--- src/hw/rtl/fpp_pkg.sv ---
// Types, codes and result helpers shared by the field picture pairing block.
`timescale 1ns / 1ps

package fpp_pkg;

  // Operation codes of an input transaction
  localparam logic [1:0] OpClear  = 2'd0;
  localparam logic [1:0] OpHeader = 2'd1;
  localparam logic [1:0] OpExt    = 2'd2;

  // Picture coding types
  localparam logic [2:0] PtI = 3'd1;
  localparam logic [2:0] PtB = 3'd3;
  localparam logic [2:0] PtD = 3'd4;

  // Picture structure codes
  localparam logic [1:0] StReserved = 2'd0;
  localparam logic [1:0] StFrame    = 2'd3;

  // Display lengths in field periods
  localparam logic [2:0] Len2 = 3'd2;
  localparam logic [2:0] Len3 = 3'd3;
  localparam logic [2:0] Len4 = 3'd4;
  localparam logic [2:0] Len6 = 3'd6;

  // Result kinds
  localparam logic KindFrame = 1'b0;
  localparam logic KindError = 1'b1;

  // Configuration register indexes
  localparam int unsigned CfgIdxW     = 1;
  localparam logic [0:0]  CfgProgSeq  = 1'd0;
  localparam logic [0:0]  CfgLowDelay = 1'd1;

  // Result queue depth, must be at least two
  localparam int unsigned ResultDepth = 4;

  typedef struct packed {
    logic [2:0]  ptype;
    logic [9:0]  tref;
    logic [31:0] pos;
    logic [2:0]  len;
    logic [1:0]  structure;
    logic        tff;
    logic        rff;
    logic        prog;
  } pic_t;

  typedef struct packed {
    logic first_valid;
    pic_t first;
    logic second_valid;
    pic_t second;
  } slots_t;

  typedef struct packed {
    logic progressive_sequence;
    logic low_delay;
  } cfg_t;

  typedef struct packed {
    logic [1:0]  operation;
    logic        report_loss;
    logic [9:0]  temporal_ref;
    logic [2:0]  picture_type;
    logic [31:0] stream_position;
    logic [1:0]  structure;
    logic        top_first;
    logic        repeat_first;
    logic        progressive_frame;
  } in_item_t;

  typedef struct packed {
    logic        result_kind;
    logic [2:0]  frame_type;
    logic [9:0]  frame_temporal_ref;
    logic [1:0]  frame_structure;
    logic        frame_top_first;
    logic        frame_repeat_first;
    logic        frame_progressive;
    logic [2:0]  field_count;
    logic [31:0] frame_position;
    logic        last;
  } out_item_t;

  // Up to two results produced by one input transaction
  typedef struct packed {
    logic [1:0] count;
    out_item_t  r0;
    out_item_t  r1;
  } res_t;

  function automatic out_item_t err_item();
    out_item_t r;
    r = '0;
    r.result_kind = KindError;
    return r;
  endfunction

  function automatic out_item_t frame_item(pic_t p);
    out_item_t r;
    r = '0;
    r.result_kind        = KindFrame;
    r.frame_type         = p.ptype;
    r.frame_temporal_ref = p.tref;
    r.frame_structure    = p.structure;
    r.frame_top_first    = p.tff;
    r.frame_repeat_first = p.rff;
    r.frame_progressive  = p.prog;
    r.field_count        = p.len;
    r.frame_position     = p.pos;
    return r;
  endfunction

endpackage

--- src/hw/rtl/fpp_in_if.sv ---
// Input channel interface: picture events.
`timescale 1ns / 1ps

interface fpp_in_if;
  logic              valid;
  logic              ready;
  fpp_pkg::in_item_t payload;

  modport source (output valid, output payload, input ready);
  modport sink   (input valid, input payload, output ready);
endinterface

--- src/hw/rtl/fpp_out_if.sv ---
// Output channel interface: frame and error results.
`timescale 1ns / 1ps

interface fpp_out_if;
  logic               valid;
  logic               ready;
  fpp_pkg::out_item_t payload;

  modport source (output valid, output payload, input ready);
  modport sink   (input valid, input payload, output ready);
endinterface

--- src/hw/rtl/field_picture_pairing_core.sv ---
// Top level of the field picture pairing block.
`timescale 1ns / 1ps

// Takes parsed MPEG-2 picture events (boundary clear, picture header, picture
// coding extension) and emits frame-found or error results, at most two per
// event, the final one flagged by last. An event is processed in the cycle it
// is accepted; its results are registered in the result queue. The input
// accepts one event per cycle while the result queue (ResultDepth entries)
// has two free entries; the output drains one result per cycle while ready
// is high, so events with at most one result each run at one event per
// cycle and events with two results are paced by the output. Write
// progressive_sequence (index 0) and low_delay (index 1) only while idle.
module field_picture_pairing_core #(
  parameter int unsigned ResultDepth = fpp_pkg::ResultDepth
) (
  input  logic                        clk_i,
  input  logic                        rst_ni,
  input  logic                        cfg_we_i,
  input  logic [fpp_pkg::CfgIdxW-1:0] cfg_idx_i,
  input  logic [0:0]                  cfg_data_i,
  fpp_in_if.sink                      in_i,
  fpp_out_if.source                   out_o
);

  fpp_pkg::cfg_t   cfg_q;
  fpp_pkg::slots_t slots_q;
  fpp_pkg::slots_t slots_d;
  fpp_pkg::res_t   res;
  logic            fifo_ready;
  logic            in_accept;
  logic [1:0]      push_n;

  assign in_i.ready = fifo_ready;
  assign in_accept  = in_i.valid && fifo_ready;
  assign push_n     = in_accept ? res.count : 2'd0;

  always_ff @(posedge clk_i or negedge rst_ni) begin
    if (!rst_ni) begin
      cfg_q <= '0;
    end else if (cfg_we_i) begin
      unique case (cfg_idx_i)
        fpp_pkg::CfgProgSeq:  cfg_q.progressive_sequence <= cfg_data_i[0];
        fpp_pkg::CfgLowDelay: cfg_q.low_delay            <= cfg_data_i[0];
        default: begin
        end
      endcase
    end
  end

  always_ff @(posedge clk_i or negedge rst_ni) begin
    if (!rst_ni) begin
      slots_q <= '0;
    end else if (in_accept) begin
      slots_q <= slots_d;
    end
  end

  fpp_engine u_engine (
    .cfg_i   (cfg_q),
    .slots_i (slots_q),
    .item_i  (in_i.payload),
    .slots_o (slots_d),
    .res_o   (res)
  );

  fpp_result_fifo #(
    .Depth (ResultDepth)
  ) u_result_fifo (
    .clk_i       (clk_i),
    .rst_ni      (rst_ni),
    .push_n_i    (push_n),
    .r0_i        (res.r0),
    .r1_i        (res.r1),
    .ready_o     (fifo_ready),
    .out_valid_o (out_o.valid),
    .out_item_o  (out_o.payload),
    .out_ready_i (out_o.ready)
  );

endmodule

--- src/hw/rtl/fpp_engine.sv ---
// Next-state and result logic for one picture event.
`timescale 1ns / 1ps

module fpp_engine (
  input  fpp_pkg::cfg_t     cfg_i,
  input  fpp_pkg::slots_t   slots_i,
  input  fpp_pkg::in_item_t item_i,
  output fpp_pkg::slots_t   slots_o,
  output fpp_pkg::res_t     res_o
);

  always_comb begin
    fpp_pkg::pic_t      f;
    fpp_pkg::pic_t      s;
    fpp_pkg::pic_t      p;
    logic               fv;
    logic               sv;
    logic [1:0]         n;
    fpp_pkg::out_item_t r0;
    fpp_pkg::out_item_t r1;
    logic               pair;
    logic               bad_type;

    f  = slots_i.first;
    s  = slots_i.second;
    fv = slots_i.first_valid;
    sv = slots_i.second_valid;
    n  = 2'd0;
    r0 = '0;
    r1 = '0;
    p  = '0;
    pair = 1'b0;
    bad_type = 1'b0;

    unique case (item_i.operation)
      fpp_pkg::OpClear: begin
        if (item_i.report_loss && (fv || sv)) begin
          r0 = fpp_pkg::err_item();
          n  = 2'd1;
        end
        f  = '0;
        s  = '0;
        fv = 1'b0;
        sv = 1'b0;
      end

      fpp_pkg::OpHeader: begin
        bad_type = (item_i.picture_type < fpp_pkg::PtI) ||
                   (item_i.picture_type > fpp_pkg::PtD) ||
                   (cfg_i.low_delay && item_i.picture_type == fpp_pkg::PtB);
        if (bad_type) begin
          r0 = fpp_pkg::err_item();
          n  = 2'd1;
        end else begin
          p.ptype = item_i.picture_type;
          p.tref  = item_i.temporal_ref;
          p.pos   = item_i.stream_position;
          p.len   = fpp_pkg::Len2;
          if (fv) begin
            s  = p;
            sv = 1'b1;
          end else begin
            f  = p;
            fv = 1'b1;
          end
        end
      end

      fpp_pkg::OpExt: begin
        if (item_i.structure == fpp_pkg::StReserved || !fv) begin
          r0 = fpp_pkg::err_item();
          n  = 2'd1;
        end else if (cfg_i.progressive_sequence) begin
          if (item_i.structure != fpp_pkg::StFrame || !item_i.progressive_frame ||
              (!item_i.repeat_first && item_i.top_first)) begin
            r0 = fpp_pkg::err_item();
            n  = 2'd1;
          end else begin
            if (sv) begin
              f  = s;
              s  = '0;
              sv = 1'b0;
              r0 = fpp_pkg::err_item();
              n  = 2'd1;
            end
            if (item_i.repeat_first) begin
              f.len = item_i.top_first ? fpp_pkg::Len6 : fpp_pkg::Len4;
            end
            f.structure = item_i.structure;
            f.tff       = item_i.top_first;
            f.rff       = item_i.repeat_first;
            f.prog      = item_i.progressive_frame;
            if (n == 2'd0) begin
              r0 = fpp_pkg::frame_item(f);
            end else begin
              r1 = fpp_pkg::frame_item(f);
            end
            n  = n + 2'd1;
            f  = '0;
            fv = 1'b0;
          end
        end else if (item_i.structure == fpp_pkg::StFrame) begin
          if (sv) begin
            f  = s;
            s  = '0;
            sv = 1'b0;
            r0 = fpp_pkg::err_item();
            n  = 2'd1;
          end
          if (!item_i.progressive_frame && item_i.repeat_first) begin
            if (n == 2'd0) begin
              r0 = fpp_pkg::err_item();
            end else begin
              r1 = fpp_pkg::err_item();
            end
            n = n + 2'd1;
          end else begin
            if (item_i.progressive_frame && item_i.repeat_first) begin
              f.len = fpp_pkg::Len3;
            end
            f.structure = item_i.structure;
            f.tff       = item_i.top_first;
            f.rff       = item_i.repeat_first;
            f.prog      = item_i.progressive_frame;
            if (n == 2'd0) begin
              r0 = fpp_pkg::frame_item(f);
            end else begin
              r1 = fpp_pkg::frame_item(f);
            end
            n  = n + 2'd1;
            f  = '0;
            fv = 1'b0;
          end
        end else if (item_i.top_first || item_i.repeat_first ||
                     item_i.progressive_frame) begin
          r0 = fpp_pkg::err_item();
          n  = 2'd1;
        end else if (!sv) begin
          // first field of a pair, flags are known to be zero here
          f.structure = item_i.structure;
          f.tff       = 1'b0;
          f.rff       = 1'b0;
          f.prog      = 1'b0;
        end else begin
          s.structure = item_i.structure;
          s.tff       = 1'b0;
          s.rff       = 1'b0;
          s.prog      = 1'b0;
          // low delay: refs compared without wrap
          pair = (f.tref == s.tref) ||
                 (cfg_i.low_delay && (({1'b0, f.tref} + 11'd1) < {1'b0, s.tref}));
          if (!pair || f.structure == s.structure) begin
            f  = s;
            s  = '0;
            sv = 1'b0;
            r0 = fpp_pkg::err_item();
            n  = 2'd1;
          end else begin
            s  = '0;
            sv = 1'b0;
            r0 = fpp_pkg::frame_item(f);
            n  = 2'd1;
            f  = '0;
            fv = 1'b0;
          end
        end
      end

      default: begin
      end
    endcase

    if (n == 2'd1) begin
      r0.last = 1'b1;
    end
    if (n == 2'd2) begin
      r1.last = 1'b1;
    end

    slots_o.first        = f;
    slots_o.first_valid  = fv;
    slots_o.second       = s;
    slots_o.second_valid = sv;
    res_o.count          = n;
    res_o.r0             = r0;
    res_o.r1             = r1;
  end

endmodule

--- src/hw/rtl/fpp_result_fifo.sv ---
// Result queue: takes up to two results per cycle, hands out one per transaction.
`timescale 1ns / 1ps

module fpp_result_fifo #(
  parameter int unsigned Depth = fpp_pkg::ResultDepth
) (
  input  logic               clk_i,
  input  logic               rst_ni,
  input  logic [1:0]         push_n_i,
  input  fpp_pkg::out_item_t r0_i,
  input  fpp_pkg::out_item_t r1_i,
  output logic               ready_o,
  output logic               out_valid_o,
  output fpp_pkg::out_item_t out_item_o,
  input  logic               out_ready_i
);

  localparam int unsigned CntW = $clog2(Depth + 1);

  fpp_pkg::out_item_t slot_q [Depth];
  fpp_pkg::out_item_t slot_d [Depth];
  fpp_pkg::out_item_t shifted [Depth];
  logic [CntW-1:0]    count_q;
  logic [CntW-1:0]    count_d;
  logic [CntW-1:0]    cnt_after;
  logic               pop;

  assign out_valid_o = (count_q != '0);
  assign out_item_o  = slot_q[0];
  assign pop         = out_valid_o && out_ready_i;
  // room for the worst case of two results
  assign ready_o     = (count_q <= CntW'(Depth - 2));
  assign cnt_after   = count_q - CntW'(pop);
  assign count_d     = cnt_after + CntW'(push_n_i);

  always_comb begin
    for (int i = 0; i < Depth - 1; i++) begin
      shifted[i] = slot_q[i + 1];
    end
    shifted[Depth-1] = slot_q[Depth-1];
    for (int i = 0; i < Depth; i++) begin
      slot_d[i] = pop ? shifted[i] : slot_q[i];
      if (push_n_i != 2'd0 && CntW'(i) == cnt_after) begin
        slot_d[i] = r0_i;
      end
      if (push_n_i == 2'd2 && CntW'(i) == cnt_after + CntW'(1)) begin
        slot_d[i] = r1_i;
      end
    end
  end

  always_ff @(posedge clk_i or negedge rst_ni) begin
    if (!rst_ni) begin
      count_q <= '0;
    end else begin
      count_q <= count_d;
    end
  end

  always_ff @(posedge clk_i) begin
    for (int i = 0; i < Depth; i++) begin
      slot_q[i] <= slot_d[i];
    end
  end

  a_count_max: assert property (@(posedge clk_i) disable iff (!rst_ni)
    count_q <= CntW'(Depth))
    else $error("result queue overflow");

  a_count_track: assert property (@(posedge clk_i) disable iff (!rst_ni)
    $past(rst_ni) |-> count_q == $past(count_q) - CntW'($past(pop)) + CntW'($past(push_n_i)))
    else $error("result count out of step with pushes and pops");

  a_last_pair: assert property (@(posedge clk_i) disable iff (!rst_ni)
    out_valid_o && !slot_q[0].last |-> count_q >= CntW'(2))
    else $error("non-final result without its successor queued");

  a_frame_len: assert property (@(posedge clk_i) disable iff (!rst_ni)
    out_valid_o && slot_q[0].result_kind == fpp_pkg::KindFrame |->
      slot_q[0].field_count == fpp_pkg::Len2 || slot_q[0].field_count == fpp_pkg::Len3 ||
      slot_q[0].field_count == fpp_pkg::Len4 || slot_q[0].field_count == fpp_pkg::Len6)
    else $error("frame with illegal field count");

  a_err_clean: assert property (@(posedge clk_i) disable iff (!rst_ni)
    out_valid_o && slot_q[0].result_kind == fpp_pkg::KindError |->
      slot_q[0].frame_type == '0 && slot_q[0].field_count == '0 &&
      slot_q[0].frame_position == '0)
    else $error("error result carries frame data");

endmodule

--- src/flat_wrapper.sv ---
// flat-port wrapper written by rule: the top's interface ports become plain ports
module field_picture_pairing_core_flat 
#(
  parameter int unsigned ResultDepth = fpp_pkg::ResultDepth
)
  (clk_i, rst_ni, cfg_we_i, cfg_idx_i, cfg_data_i, in_i_valid, in_i_payload, in_i_ready, out_o_valid, out_o_payload, out_o_ready);
  fpp_in_if in_i_i ();
  fpp_out_if out_o_i ();
  input  logic clk_i;
  input  logic rst_ni;
  input  logic cfg_we_i;
  input  logic [fpp_pkg::CfgIdxW-1:0] cfg_idx_i;
  input  logic [0:0] cfg_data_i;
  input wire logic [$bits(in_i_i.valid)-1:0] in_i_valid;
  input wire logic [$bits(in_i_i.payload)-1:0] in_i_payload;
  output wire logic [$bits(in_i_i.ready)-1:0] in_i_ready;
  output wire logic [$bits(out_o_i.valid)-1:0] out_o_valid;
  output wire logic [$bits(out_o_i.payload)-1:0] out_o_payload;
  input wire logic [$bits(out_o_i.ready)-1:0] out_o_ready;
  assign in_i_i.valid = in_i_valid;
  assign in_i_i.payload = in_i_payload;
  assign in_i_ready = in_i_i.ready;
  assign out_o_valid = out_o_i.valid;
  assign out_o_payload = out_o_i.payload;
  assign out_o_i.ready = out_o_ready;
  field_picture_pairing_core #(.ResultDepth(ResultDepth)) u_core (.clk_i(clk_i), .rst_ni(rst_ni), .cfg_we_i(cfg_we_i), .cfg_idx_i(cfg_idx_i), .cfg_data_i(cfg_data_i), .in_i(in_i_i), .out_o(out_o_i));
endmodule
--- config.mk ---
export PLATFORM = sky130hd
export DESIGN_NAME = field_picture_pairing_core_flat
export DESIGN_NICKNAME = d
export VERILOG_FILES = /design/src/hw/rtl/fpp_pkg.sv /design/src/hw/rtl/fpp_in_if.sv /design/src/hw/rtl/fpp_out_if.sv /design/src/hw/rtl/field_picture_pairing_core.sv /design/src/hw/rtl/fpp_engine.sv /design/src/hw/rtl/fpp_result_fifo.sv /design/src/flat_wrapper.sv
export SDC_FILE = /design/constraint.sdc
export NUM_CORES = 1
export LEC_CHECK = 0
export BUFFER_PORTS_ARGS = -buffer_cell sky130_fd_sc_hd__buf_2
export CORE_MARGIN = 3
export CORE_UTILIZATION = 45
export CTS_CLUSTER_DIAMETER = 120
export DETAILED_ROUTE_END_ITERATION = 10
export PLACE_DENSITY = 0.58
export SYNTH_ARGS = -nofsm -noshare
export SYNTH_HDL_FRONTEND = slang
export SYNTH_SLANG_ARGS = --single-unit
--- constraint.sdc ---
create_clock -name clk_i -period 9.7 [get_ports clk_i]
set_input_delay 1.455 -clock clk_i [delete_from_list [all_inputs] [get_ports clk_i]]
set_output_delay 1.455 -clock clk_i [all_outputs]
set_load 0.005 [all_outputs]
==> qor.txt <==
Vias in the first global route: 13700
Nets: 1783
Total net switching power: 1.60 mW
Residual DRC: 0
Seq cells post-synth: 323
First drt pass iteration count: 9
Ant. Diodes: 0
Worst R2R End: u_core.u_result_fifo.slot_q[0][29]
CTS-repair resized insts: 0
Internal power: 3.16 mW
Vias/cell: 6.18
Seq pwr share: 46.9%
Sw frac: 33.5%
Critical path depth: 13
Share of layout cells above drive strength 1: 15.6%
Cell mode on critical path: ha_1
Max Freq: 179 MHz
Power Dens Cells: 249 nW/um^2
Post-synthesis area per instance: 10.2 um^2
Hold Buf Count CTS: 0
Reg2Reg Launch Point: u_core.u_result_fifo.count_q[0]
Crit Path Class: primary input to flop
Ys Warns: 0
Hold WC Path Type: flop to flop
GR Util All Layers: 24.6%
Seq/Total Area, Yosys: 53.5%
Core Rows: 70
Syn-to-layout area delta: 11.5%
Die area: 40500 um^2
Layout fillers: 3385
Initial DRC count: 1468
I/O pin count: 117
Max incr delay on CP: 0.95 ns
Worst setup EP type: flop
Wire per inst: 22.5 um
Crit path cell chain: buf_2, nand2_1, inv_1, ha_1, ha_1, nor2_1, ha_1, nand3_1, nor4_4, o2111a_4, nor2_1, nand2_2, buf_4
RSZ-0062 raised after global routing: no
Reg2reg setup slack: 4.33 ns
Post-Syn Area: 17200 um^2
CP max FO: 98
Final Skew: 0.0184 ns
Static Leak: 6.99 nW
CP max stage cell: o2111a_4
Total of max-cap violations: 0
Clk sinks: 323
Post-DP HPWL: 29.2 mm
Clock Tree Buf Depth: 3
R2R cell count: 13
Top cells by area, synth: edfxtp_1, dfrtp_1, a22oi_1
Max-slew violations: 0
CTS clock-pin slew for the worst setup and hold paths: 0.06 ns
WL final: 50.4 mm
Count of final hold-check violations: 0
CP endpoint: u_core.u_result_fifo.slot_q[0][29]
Mapped Nets: 1761
Initial core utilization: 46.2%
Area after DPL: 17900 um^2
Async S/R FF share, synth: 31.9%
I/O Buffers: 116
Top delay family on crit path: simple AND/OR/NAND/NOR gates
Yosys cell types: 77
Design Area, Final: 19100 um^2
Logic gate share of total power: 23.3%
Worst Setup SP: out_o_ready
Crit path time final: 5.58 ns
CTS tree: built
Antenna violations before repair: 1
Post-CTS Setup Bufs: 0
Critical Path AT: 5.76 ns
CP Data Required Time: 9.88 ns
Via count: 13800
Mapped Cells: 1680
Status: finished clean
Core area: 37100 um^2
CTS root buffer: clkbuf_16
EDFF count, synth: 220
Final setup viols: 0
DRT antenna net count: 0
Clk network pwr share: 29.8%
RD Place Congestion: 0.857
Area leader, netlist: edfxtp_1
Worst Setup Start Kind: primary input
Count leader, synth: nand2_1
Synth Flop Type: edfxtp_1
Slew margin rel.: 20.3%
Post-synth top area share: 38.5%
Remaining global-route overflow: 0
Worst-Skew Late Latency: 0.54 ns
VDD IR max: 0.000136 V
Die X-Extent: 201 um
# H-tree levels: 2
Worst-Margin Slew: 1.18 ns
Crit path buf inv count: 3
Setup TNS: 0 ns
Num CTS Buffers: 39
Synth top cells by count: nand2_1, edfxtp_1, nand3_1
First-pass GRT wire length: 80.3 mm
Pin count of the biggest net entering global routing: 112
Final period util: 57.5%
Die Height: 201 um
## per-stage QoR
step                      util, %  setup slack, ns  hold slack [ns]  std cells  power [mW]
after global placement       48.2             3.75            0.474       2165        3.32
after floorplan                 -             4.72            0.456       1680        2.90
after detailed placement     48.2             3.67            0.476       2165        3.35
final                        51.5             4.12            0.486       2237        4.76
after CTS                    51.5             4.19            0.488       2237        4.79
after global routing         51.5             3.82            0.523       2237        5.03
## worst min-delay path, stage by stage (launching register included)
cell     delay [ns]
dfrtp_1        0.34
nand2_1        0.05
o21ai_1        0.06
## per-layer routing
metal	GRT usage [%]	vias up	share of wire [%]
met2	38.3	550	45
met5	0	-	0.024
met4	7.28	2	2.4
met3	4.90	83	7.8
met1	35.2	6808	44
li1	-	6392	-
## cells by family (layout without fill, tap and decap cells)
logic type	Yosys count	count (layout)	synth area share, %
buffers and inverters	190	243	5.21
AND/OR/NAND/NOR	496	496	13.2
AO/OA/AOI/OAI	560	560	21.0
XOR/XNOR	19	19	0.969
multiplexers	71	71	4.49
flip-flops	323	323	53.5
adder cells (fa/ha/maj)	21	21	1.57
## power by group through the flow
stage               registers (mW)  logic (mW)  clock network, mW
floorplan                     2.09       0.806                  0
global placement              2.24        1.08                  0
detailed placement            2.25        1.10                  0
CTS                           2.23        1.11               1.45
global route                  2.28        1.24               1.51
finish                        2.23        1.11               1.42
## cells in the final DEF (no fill, tap or decap), drive strengths merged, types with 3 or more instances in the layout
master	n
a211oi	3
a21o	4
a21oi	149
a222oi	45
a22o	7
a22oi	133
a31o	3
and2	7
and3	5
buf	139
clkbuf	63
clkinv	7
dfrtp	103
edfxtp	220
ha	20
inv	33
mux2	48
mux2i	23
nand2	263
nand2b	5
nand3	151
nand4	8
nor2	12
nor2b	9
nor3	7
nor3b	4
nor4	9
o2111ai	3
o211ai	5
o21a	3
o21ai	165
o21bai	4
o22ai	8
o31ai	8
or2	3
or3	5
xnor2	15
xor2	4
## state kept, by name, indices dropped and copies added (netlist names)
| name | flops |
|---|---|
| u_core.u_result_fifo.slot_q | 220 |
| u_core.u_result_fifo.count_q | 3 |
| u_core.cfg_q | 2 |
| u_core.slots_q | 98 |
## cell type report
type                            instances  area [um^2]  area share, %
Multi-Input combinational cell       1167         7200           37.6
Clock buffer                           63         1160           6.05
Clock inverter                          9         82.6          0.432
Timing Repair Buffer                  139          756           3.95
Inverter                               32          120          0.628
Tap cell                              504          631           3.30
Sequential cell                       323         9190           48.0
## worst min-delay path by stage
stage	from	endpoint	depth (start not counted)
detailed placement	u_core.slots_q[60]	u_core.slots_q[60]	2
global placement	u_core.slots_q[60]	u_core.slots_q[60]	2
finish	u_core.slots_q[60]	u_core.slots_q[60]	2
floorplan	u_core.slots_q[59]	u_core.slots_q[59]	1
global route	u_core.slots_q[60]	u_core.slots_q[60]	2
CTS	u_core.slots_q[60]	u_core.slots_q[60]	2
Power figures use the tool's default switching activity.
